`src/rtl/core/assert_macros.svh`:
```
// assertion macros used by the top-level rtl file
`ifndef ASSERT_MACROS_SVH
`define ASSERT_MACROS_SVH

// antecedent implies consequent in the same cycle
`define ASSERT_IMPLY(lbl, clk, rst_n, ante, cons) \
	lbl: assert property (@(posedge clk) disable iff (!rst_n) (ante) |-> (cons)) \
		else $error("%m: implication check failed");

// antecedent implies consequent in the next cycle
`define ASSERT_NEXT(lbl, clk, rst_n, ante, cons) \
	lbl: assert property (@(posedge clk) disable iff (!rst_n) (ante) |=> (cons)) \
		else $error("%m: next-cycle check failed");

`endif

```
`src/rtl/core/bsm_pkg.sv`:
```
// types, constants and helper functions for the booth multiplier
package bsm_pkg;

	localparam int BYTE_W        = 8;
	localparam int DEF_MAX_BYTES = 4;
	localparam int LEN_W         = 3;
	localparam int BITS_W        = 32;
	localparam int PROD_W        = 64;
	localparam int PBYTES_W      = 4;

	typedef enum logic [1:0] {
		ST_IDLE,
		ST_RUN,
		ST_DONE
	} state_t;

	// controller to datapath
	typedef struct packed {
		logic load;
		logic step;
	} cmd_t;

	// datapath to controller
	typedef struct packed {
		logic last;
	} status_t;

	// zero length counts as one byte, long lengths saturate
	function automatic logic [LEN_W-1:0] clamp_len(input logic [LEN_W-1:0] n,
		input logic [LEN_W-1:0] maxb);
		logic [LEN_W-1:0] r;
		r = n;
		if (n == '0) begin
			r = LEN_W'(1);
		end else if (n > maxb) begin
			r = maxb;
		end
		return r;
	endfunction

	// sign-extend the low len bytes of raw
	function automatic logic [PROD_W-1:0] sext(input logic [BITS_W-1:0] raw,
		input logic [LEN_W-1:0] len);
		logic [PROD_W-1:0] r;
		case (len)
			3'd1: r = {{(PROD_W-8){raw[7]}}, raw[7:0]};
			3'd2: r = {{(PROD_W-16){raw[15]}}, raw[15:0]};
			3'd3: r = {{(PROD_W-24){raw[23]}}, raw[23:0]};
			default: r = {{(PROD_W-32){raw[31]}}, raw[31:0]};
		endcase
		return r;
	endfunction

endpackage

```
`src/rtl/core/bsm_ctrl.sv`:
```
// controller state machine of the booth multiplier
module bsm_ctrl (
	input  logic             clk,
	input  logic             arst_n,
	input  logic             start,
	input  bsm_pkg::status_t status,
	output bsm_pkg::cmd_t    cmd,
	output logic             busy,
	output logic             done
);
	import bsm_pkg::*;

	state_t state_q;
	state_t state_n;

	// state register
	always_ff @(posedge clk or negedge arst_n) begin
		if (!arst_n) begin
			state_q <= ST_IDLE;
		end else begin
			state_q <= state_n;
		end
	end

	// next state
	always_comb begin
		state_n = state_q;
		case (state_q)
			ST_IDLE: begin
				if (start) state_n = ST_RUN;
			end
			ST_RUN: begin
				if (status.last) state_n = ST_DONE;
			end
			ST_DONE: begin
				state_n = ST_IDLE;
			end
			default: state_n = ST_IDLE;
		endcase
	end

	// outputs
	always_comb begin
		cmd.load = 1'b0;
		cmd.step = 1'b0;
		busy     = 1'b1;
		done     = 1'b0;
		case (state_q)
			ST_IDLE: begin
				busy     = 1'b0;
				cmd.load = start;
			end
			ST_RUN: begin
				cmd.step = 1'b1;
			end
			ST_DONE: begin
				done = 1'b1;
			end
			default: begin
				busy = 1'b1;
			end
		endcase
	end

endmodule

```
`src/rtl/core/bsm_datapath.sv`:
```
// booth add-and-shift datapath: operand select, accumulator, step counter
module bsm_datapath #(
	parameter int MAX_BYTES = bsm_pkg::DEF_MAX_BYTES
) (
	input  logic                           clk,
	input  logic                           arst_n,
	input  bsm_pkg::cmd_t                  cmd,
	input  logic [bsm_pkg::BITS_W-1:0]     lhs_bits,
	input  logic [bsm_pkg::LEN_W-1:0]      lhs_bytes,
	input  logic [bsm_pkg::BITS_W-1:0]     rhs_bits,
	input  logic [bsm_pkg::LEN_W-1:0]      rhs_bytes,
	output bsm_pkg::status_t               status,
	output logic signed [bsm_pkg::PROD_W-1:0] product,
	output logic [bsm_pkg::PBYTES_W-1:0]   product_bytes
);
	import bsm_pkg::*;

	localparam int OP_W  = BYTE_W * MAX_BYTES;
	localparam int CNT_W = $clog2(OP_W + 1);

	logic [LEN_W-1:0]    llen;
	logic [LEN_W-1:0]    rlen;
	logic [PROD_W-1:0]   lval;
	logic [PROD_W-1:0]   rval;
	logic                swap;
	logic [LEN_W-1:0]    mlen;

	logic [PROD_W-1:0]   acc_q;
	logic [PROD_W-1:0]   mcand_q;
	logic [OP_W-1:0]     mplier_q;
	logic                prev_q;
	logic [CNT_W-1:0]    count_q;
	logic [PBYTES_W-1:0] pbytes_q;
	logic [PROD_W-1:0]   acc_n;

	// operand lengths and sign extension
	always_comb begin
		llen = clamp_len(lhs_bytes, LEN_W'(MAX_BYTES));
		rlen = clamp_len(rhs_bytes, LEN_W'(MAX_BYTES));
		lval = sext(lhs_bits, llen);
		rval = sext(rhs_bits, rlen);
		swap = (rlen > llen);
		mlen = swap ? llen : rlen;
	end

	// booth recode of the current pair: 10 subtracts, 01 adds
	always_comb begin
		acc_n = acc_q;
		if (mplier_q[0] && !prev_q) begin
			acc_n = acc_q - mcand_q;
		end else if (!mplier_q[0] && prev_q) begin
			acc_n = acc_q + mcand_q;
		end
	end

	// step counter
	always_ff @(posedge clk or negedge arst_n) begin
		if (!arst_n) begin
			count_q <= '0;
		end else if (cmd.load) begin
			count_q <= CNT_W'(mlen) << 3;
		end else if (cmd.step && count_q != '0) begin
			count_q <= count_q - CNT_W'(1);
		end
	end

	// operand and accumulator registers
	always_ff @(posedge clk) begin
		if (cmd.load) begin
			acc_q    <= '0;
			prev_q   <= 1'b0;
			mcand_q  <= swap ? rval : lval;
			mplier_q <= swap ? lval[OP_W-1:0] : rval[OP_W-1:0];
			pbytes_q <= PBYTES_W'(llen) + PBYTES_W'(rlen);
		end else if (cmd.step) begin
			acc_q    <= acc_n;
			prev_q   <= mplier_q[0];
			mcand_q  <= mcand_q << 1;
			mplier_q <= mplier_q >> 1;
		end
	end

	assign status.last   = (count_q == CNT_W'(1));
	assign product       = acc_q;
	assign product_bytes = pbytes_q;

endmodule

```
`src/rtl/core/booth_signed_multiplier.sv`:
```
// top level of the radix-2 booth signed multiplier
//
// Command interface: a beat is taken at a rising edge where start is high and
// busy is low. lhs_bits/rhs_bits hold little-endian two's-complement bytes,
// lhs_bytes/rhs_bytes their lengths; a length of zero counts as one byte and
// a length above MAX_BYTES counts as MAX_BYTES. Bytes above the length are
// ignored. The shorter operand (right one on a tie) is the multiplier.
// The result beat (product, product_bytes) is shown for exactly one cycle
// with done high; the receiver cannot stall it and must take it then.
// After the accepting edge the controller runs one add-or-subtract and shift
// per bit of the multiplier (8*m steps, with m its length in bytes) into the
// single 64-bit accumulator, then shows the result in the done state. busy
// stays high until done has been shown. Reset returns the controller to idle;
// no result is pending after reset.
module booth_signed_multiplier #(
	parameter int MAX_BYTES = bsm_pkg::DEF_MAX_BYTES
) (
	input  logic                              clk,
	input  logic                              arst_n,
	input  logic                              start,
	output logic                              busy,
	input  logic [bsm_pkg::BITS_W-1:0]        lhs_bits,
	input  logic [bsm_pkg::LEN_W-1:0]         lhs_bytes,
	input  logic [bsm_pkg::BITS_W-1:0]        rhs_bits,
	input  logic [bsm_pkg::LEN_W-1:0]         rhs_bytes,
	output logic                              done,
	output logic signed [bsm_pkg::PROD_W-1:0] product,
	output logic [bsm_pkg::PBYTES_W-1:0]      product_bytes
);
	import bsm_pkg::*;

	`include "assert_macros.svh"

	cmd_t    cmd;
	status_t status;

	// controller
	bsm_ctrl u_ctrl (
		.clk    (clk),
		.arst_n (arst_n),
		.start  (start),
		.status (status),
		.cmd    (cmd),
		.busy   (busy),
		.done   (done)
	);

	// datapath
	bsm_datapath #(
		.MAX_BYTES (MAX_BYTES)
	) u_dp (
		.clk           (clk),
		.arst_n        (arst_n),
		.cmd           (cmd),
		.lhs_bits      (lhs_bits),
		.lhs_bytes     (lhs_bytes),
		.rhs_bits      (rhs_bits),
		.rhs_bytes     (rhs_bytes),
		.status        (status),
		.product       (product),
		.product_bytes (product_bytes)
	);

	// checks
	`ASSERT_IMPLY(a_done_busy, clk, arst_n, done, busy)
	`ASSERT_NEXT(a_done_single, clk, arst_n, done, !done)
	`ASSERT_NEXT(a_accept_busy, clk, arst_n, start && !busy, busy && !done)
	`ASSERT_IMPLY(a_pbytes_range, clk, arst_n, done,
		(product_bytes >= PBYTES_W'(2)) && (product_bytes <= PBYTES_W'(2 * MAX_BYTES)))

endmodule

```
`config.mk`:
```
export PLATFORM = sky130hd
export DESIGN_NAME = booth_signed_multiplier
export DESIGN_NICKNAME = d
export VERILOG_FILES = /design/src/rtl/core/bsm_pkg.sv /design/src/rtl/core/bsm_ctrl.sv /design/src/rtl/core/bsm_datapath.sv /design/src/rtl/core/booth_signed_multiplier.sv
export VERILOG_INCLUDE_DIRS = /design/src /design/src/rtl/core
export SDC_FILE = /design/constraint.sdc
export NUM_CORES = 1
export LEC_CHECK = 0
export BUFFER_PORTS_ARGS = -buffer_cell sky130_fd_sc_hd__buf_2
export CORE_MARGIN = 2
export CORE_UTILIZATION = 32
export DETAILED_ROUTE_END_ITERATION = 8
export GPL_ROUTABILITY_DRIVEN = 0
export PLACE_DENSITY = 0.57
export REMOVE_ABC_BUFFERS = 1
export SLEW_MARGIN = 30
export SYNTH_ARGS = -nofsm -noshare
export SYNTH_HDL_FRONTEND = slang
export SYNTH_HIERARCHICAL = 1
export SYNTH_SLANG_ARGS = --single-unit
```
`constraint.sdc`:
```
create_clock -name clk -period 12.1 [get_ports clk]
set_input_delay 1.21 -clock clk [delete_from_list [all_inputs] [get_ports clk]]
set_output_delay 1.21 -clock clk [all_outputs]
set_load 0.03 [all_outputs]
```
==> Word-level counts from Yosys, hierarchy flattened <==
Cells that the tools add are included.
{ "totals": {"elab_cells": 63, "reg_bits": 173, "inputBits": 73, "output_inout_bits": 70} }
{ "op_classes": {"eq_ne": 11, "magnitude_cmp": 3, "n_addsub": 4, "reduce_logical": 14, "n_mux": 24} }
{ "op_table": {"columns": ["op", "count"], "rows": [
  ["$pmux W64 S3", 2],
  ["$mux W64", 5],
  ["$mux W32", 3],
  ["$add A64 B64 Y64", 1],
  ["$sub A64 B64 Y64", 1],
  ["$mux W3", 5],
  ["$eq A3 B2 Y1 const B", 4],
  ["$mux W6", 2],
  ["$eq A3 B1 Y1 const B", 2],
  ["$eq A6 B1 Y1 const B", 1],
  ["$gt A3 B3 Y1 const B", 2],
  ["$logic_not A3 Y1", 2],
  ["$reduce_bool A2 Y1", 3],
  ["$reduce_bool A6 Y1", 1],
  ["$sub A6 B1 Y6 const B", 1],
  ["$add A3 B3 Y4", 1],
  ["$mux W1", 4],
  ["$mux W2", 2],
  ["$ne A2 B2 Y1 const B", 2],
  ["$pmux W2 S2", 1],
  ["$reduce_and A2 Y1", 2],
  ["$gt A3 B3 Y1", 1],
  ["$logic_and A1 B1 Y1", 3],
  ["$eq A2 B1 Y1 const B", 1],
  ["other kinds (3)", 4]
]} }

==> Depth between registers and ports, before layout <==
{ "depth": {"ltp_word": 7, "ltp_mapped": 24, "ltp_nobuf": 23} }

==> Hierarchy <==
The synthesis kept the hierarchy.
{ "by_module_without_submodules": {"columns": ["module", "seq_area_each_um2", "n_inst", "area_each_um2", "cells_each"], "rows": [
  ["bsm_datapath", 4454.3, 1, 12961.2, 1559],
  ["bsm_ctrl", 50.0, 1, 116.4, 11]
]} }

==> Worst setup path before layout <==
No wires, ideal clock.
{ "synth_path": {"path_type": "flip-flop to flip-flop", "from": "register u_dp.mcand_q[21]", "to": "register u_dp.acc_q[63], in the netlist u_dp/product[63]", "period_less_slack_ps": 4478, "t_required_ps": 11972, "path_slack_ps": 7622, "setup_time_ps": 128, "stages_incl_launch_ff": 23, "path_buffers": 1, "arrival_ps": 4350, "path_cell_list": "edfxtp_1 -> or3_1 -> nor4_2 -> nand2_1 -> nor3b_1 -> and2_1 -> and3_1 -> and2_1 -> clkbuf_1 -> a41oi_1 -> xnor2_1 -> ha_1 -> nand2_1 -> nor2_1 -> nand3_1 -> nor3_1 -> nand2_1 -> o31ai_1 -> a2111oi_4 -> o21a_2 -> nor3_2 -> xnor2_1 -> nor2_1"} }
{ "synth_between": {"elab_chain_cells": 3, "word_cells_on_any_way": 4, "cone_classes": "add/sub: 2; mux: 2"} }
{ "synth_rtl": {"columns": ["item", "line_no", "text"], "rows": [
  ["from (decl)", "bsm_datapath.sv:29", "logic [PROD_W-1:0] mcand_q;"],
  ["from (signal assigned)", "bsm_datapath.sv:72", "mcand_q <= swap ? rval : lval;"],
  ["from (signal assigned)", "bsm_datapath.sv:78", "mcand_q <= mcand_q << 1;"],
  ["$add A64 B64 Y64", "bsm_datapath.sv:52", "acc_n = acc_q + mcand_q;"],
  ["$mux W64", "bsm_datapath.sv:51", "end else if (!mplier_q[0] && prev_q) begin"],
  ["$mux W64 (*)", "bsm_datapath.sv:49", "if (mplier_q[0] && !prev_q) begin"],
  ["to (signal assigned)", "bsm_datapath.sv:76", "acc_q <= acc_n;"],
  ["to (decl)", "bsm_datapath.sv:28", "logic [PROD_W-1:0] acc_q;"]
]} }
Mark *: on every way between the ends. The rest lies on a longest branch, timed or not. The select of a mux whose other input is x is not followed.
A chain may end at the register's enable or synchronous reset.

==> Final worst setup path <==
{ "layout_path": {"from": "register u_dp.mcand_q[5]", "to": "register u_dp.acc_q[60], in the netlist u_dp/product[60]"} }
Same word-level chain as after synthesis.

==> reports/results.ini <==
[sta]
tightest_slew_ns=0.935
slew_viol_final=0
holdWs_ns=0.477
hold_viol_final=0
layout_setup_ws_ns=6.58
finalCritPeriodShare_pct=45.6
fin_setup_tns_ns=0
fmax_ghz=0.181
slew_headroom_pct=36.1
period_needed_ns=5.52
fin_skew_ns=0.00936
rsz0062_at_grt=false
setup_viol=0

[drt]
ant_nets=0
viasPerCell=5.31
wl_um=37900
drt_iter0_markers=926
vias=11700
drc=0
wl_per_cell_um=17.2
first_pass_iters=6

[synthesis]
synth_enable_flop_cells=100
ys_async_sr_fraction_pct=4.62
synth.distinct_cells=77
synth_top_family_by_area=compound AO/OA/AOI/OAI gates
synth_xor_area_share_pct=7.77
synth.mux.area_fraction_pct=5.43
synth_top_flop_cell=edfxtp_1
synth.area.top_cells=edfxtp_1, dfxtp_1, a21oi_1, ha_1, xnor2_1
netlist_instances=1570
syn_area_um2=13100
synth_top_area_share_pct=23.0
seq_area_frac_synth_pct=34.4
yosysTopAreaCell=edfxtp_1
synth_seq_cells=173
synthSimpleGateAreaFrac_pct=17.7
yosys.area_share.adder_pct=7.29
syn_avg_cell_area_um2=8.33
synth_compound_area_share_pct=22.7
ys_warn_count=6

[finish]
multiInputGateArea_um2=8010
sequential_cell_area_um2=4500
syn_to_final_growth_pct=13.4
fillers=4242
layout-drive-gt1-share_pct=14.3
nets=1801

[grt]
top_usage_layer=met2
met1_usage_pct=24.4
overflow=0
grt_pass1_vias=11200
grt_max_degree=105
grtUsageMet2_pct=28.3
grt_first_pass_wirelength_um=59600
antenna_found_initial=4
grt.total_usage_pct=17.8
globalRouteMet3Util_pct=2.65

[placed_design]
portBuffers=142
dp_hpwl_um=28200
pre_cts_ws_ns=6.63

[clock_tree]
clockRootBuffer=clkbuf_16
cts_sinks=173
cts_buffers=17
clk_pin_slew_ns=0.07
cts_tree=yes
post_cts.resized_instances=0
post-cts-setup-buffers=0
cts_buffer_depth=2
ctsHtreeMaxLevel=4
insertion_delay_ns=0.45
hold_buffers=0

[flow_run]
drv_cap=0

[setup_path]
r2r_setup_slack_ns=6.58
path_class=reg -> reg
crit_required_ns=12.44
cp_max_fo=6
cp.arrival_ns=5.86
start_kind=flop
reg2reg_from=u_dp/mcand_q[5]
rr_endpoint=u_dp/product[60]
end_kind=flop
r2r_cells=18

[die]
die-area_um2=42500
die_width_um=206
coreArea_um2=40600
die_h_um=206
ios=143
rows=74
initial_utilization_pct=32.2

[worst_hold_path]
hold_path.class=reg -> reg
hold_end=u_dp/product[45]
hold_depth=2
min_from=u_dp/product[45]

[run_status]
status=completed

cells in the final DEF (no fill, tap or decap), types with 44 or more instances in the layout:
cell,instances
inv_1,74
xnor2_1,93
nand2_1,171
a21o_1,49
buf_2,142
ha_1,72
a21oi_1,202
edfxtp_1,100
o21ai_0,110
dfxtp_1,65
nor2_1,129
nand3_1,45
mux2i_1,44
cells by family after synthesis:
kind of cell	count (synthesis)
flops	173
xor+xnor	116
mux	68
fa+ha+maj	75
buf+inv	159
compound gates	492
simple gates	487
state kept, by name (all words and copies together), names as in the netlist:
signal / flops
u_ctrl/state_q: 2
u_dp/prev_q: 1
u_dp/count_q: 6
u_dp/product_bytes: 4
u_dp/mcand_q: 64
u_dp/product: 64
u_dp/mplier_q: 32
critical path: stages (launching register included):
cell and delay [ns]:
edfxtp_1 0.47, or3_1 0.49, nor4_2 0.40, inv_1 0.12, nor3_1 0.41, a31oi_1 0.16, xnor2_1 0.16, ha_1 0.39
nand2_1 0.18, nor2_1 0.18, and3_1 0.19, nand3_1 0.11, a2111oi_0 0.76, nor3_2 0.21, o21ai_1 0.35, a221oi_2 0.17
nor3_1 0.35, mux2i_1 0.23, nand2_1 0.07
final cells by class:
| cell class | count | area share, % |
|---|---|---|
| Multi-Input combinational cell | 1238 | 54.0 |
| Sequential cell | 173 | 30.4 |
| Timing Repair Buffer | 149 | 5.17 |
| Tap cell | 532 | 4.49 |
| Clock buffer | 21 | 3.18 |
| Inverter | 74 | 1.87 |
| Clock inverter | 11 | 0.894 |
| Antenna cell | 3 | 0.0506 |
synth_stat cells (all sizes together) (15+ instances only):
cell,instances
nand2,172
a31oi,29
inv,74
a21oi,204
a21o,49
o21ai,117
edfxtp,100
nor3,30
nor2b,22
mux2,24
and3,22
nand3,45
dfxtp,65
xnor2,93
a211oi,15
xor2,23
ha,73
nor2,130
mux2i,44
clkbuf,71
routing by layer:
| layer | routed length, µm | share of wire (%) |
|---|---|---|
| met1 | 18200 | 48 |
| met2 | 17100 | 45 |
| met5 | 13 | 0.034 |
| met3 | 1680 | 4.4 |
| met4 | 986 | 2.6 |
how the worst max path moves through the flow:
stage                     from               end  slack, ns  cells past startpoint
6_report       u_dp/mcand_q[5]  u_dp/product[60]       6.58                     18
5_1_grt        u_dp/mcand_q[5]  u_dp/product[60]       6.35                     18
4_1_cts        u_dp/mcand_q[5]  u_dp/product[60]       6.60                     18
3_5_place_dp   u_dp/mcand_q[5]  u_dp/product[60]       6.63                     18
3_3_place_gp   u_dp/mcand_q[3]  u_dp/product[60]       6.68                     18
2_1_floorplan     lhs_bytes[1]  u_dp/mcand_q[31]       3.57                      7
per-stage QoR:
step                instance area [µm²]  utilization [%]  std cells
finish                            14800             36.6       2201
global route                      14800             36.6       2201
CTS                               14800             36.6       2198
detailed placement                14200             35.1       2166
global placement                  14200             35.0       2166
floorplan                         12700                -       1485
Power is not shown: default switching activity piles up to over one toggle a cycle in this logic, so the estimate is an artifact.
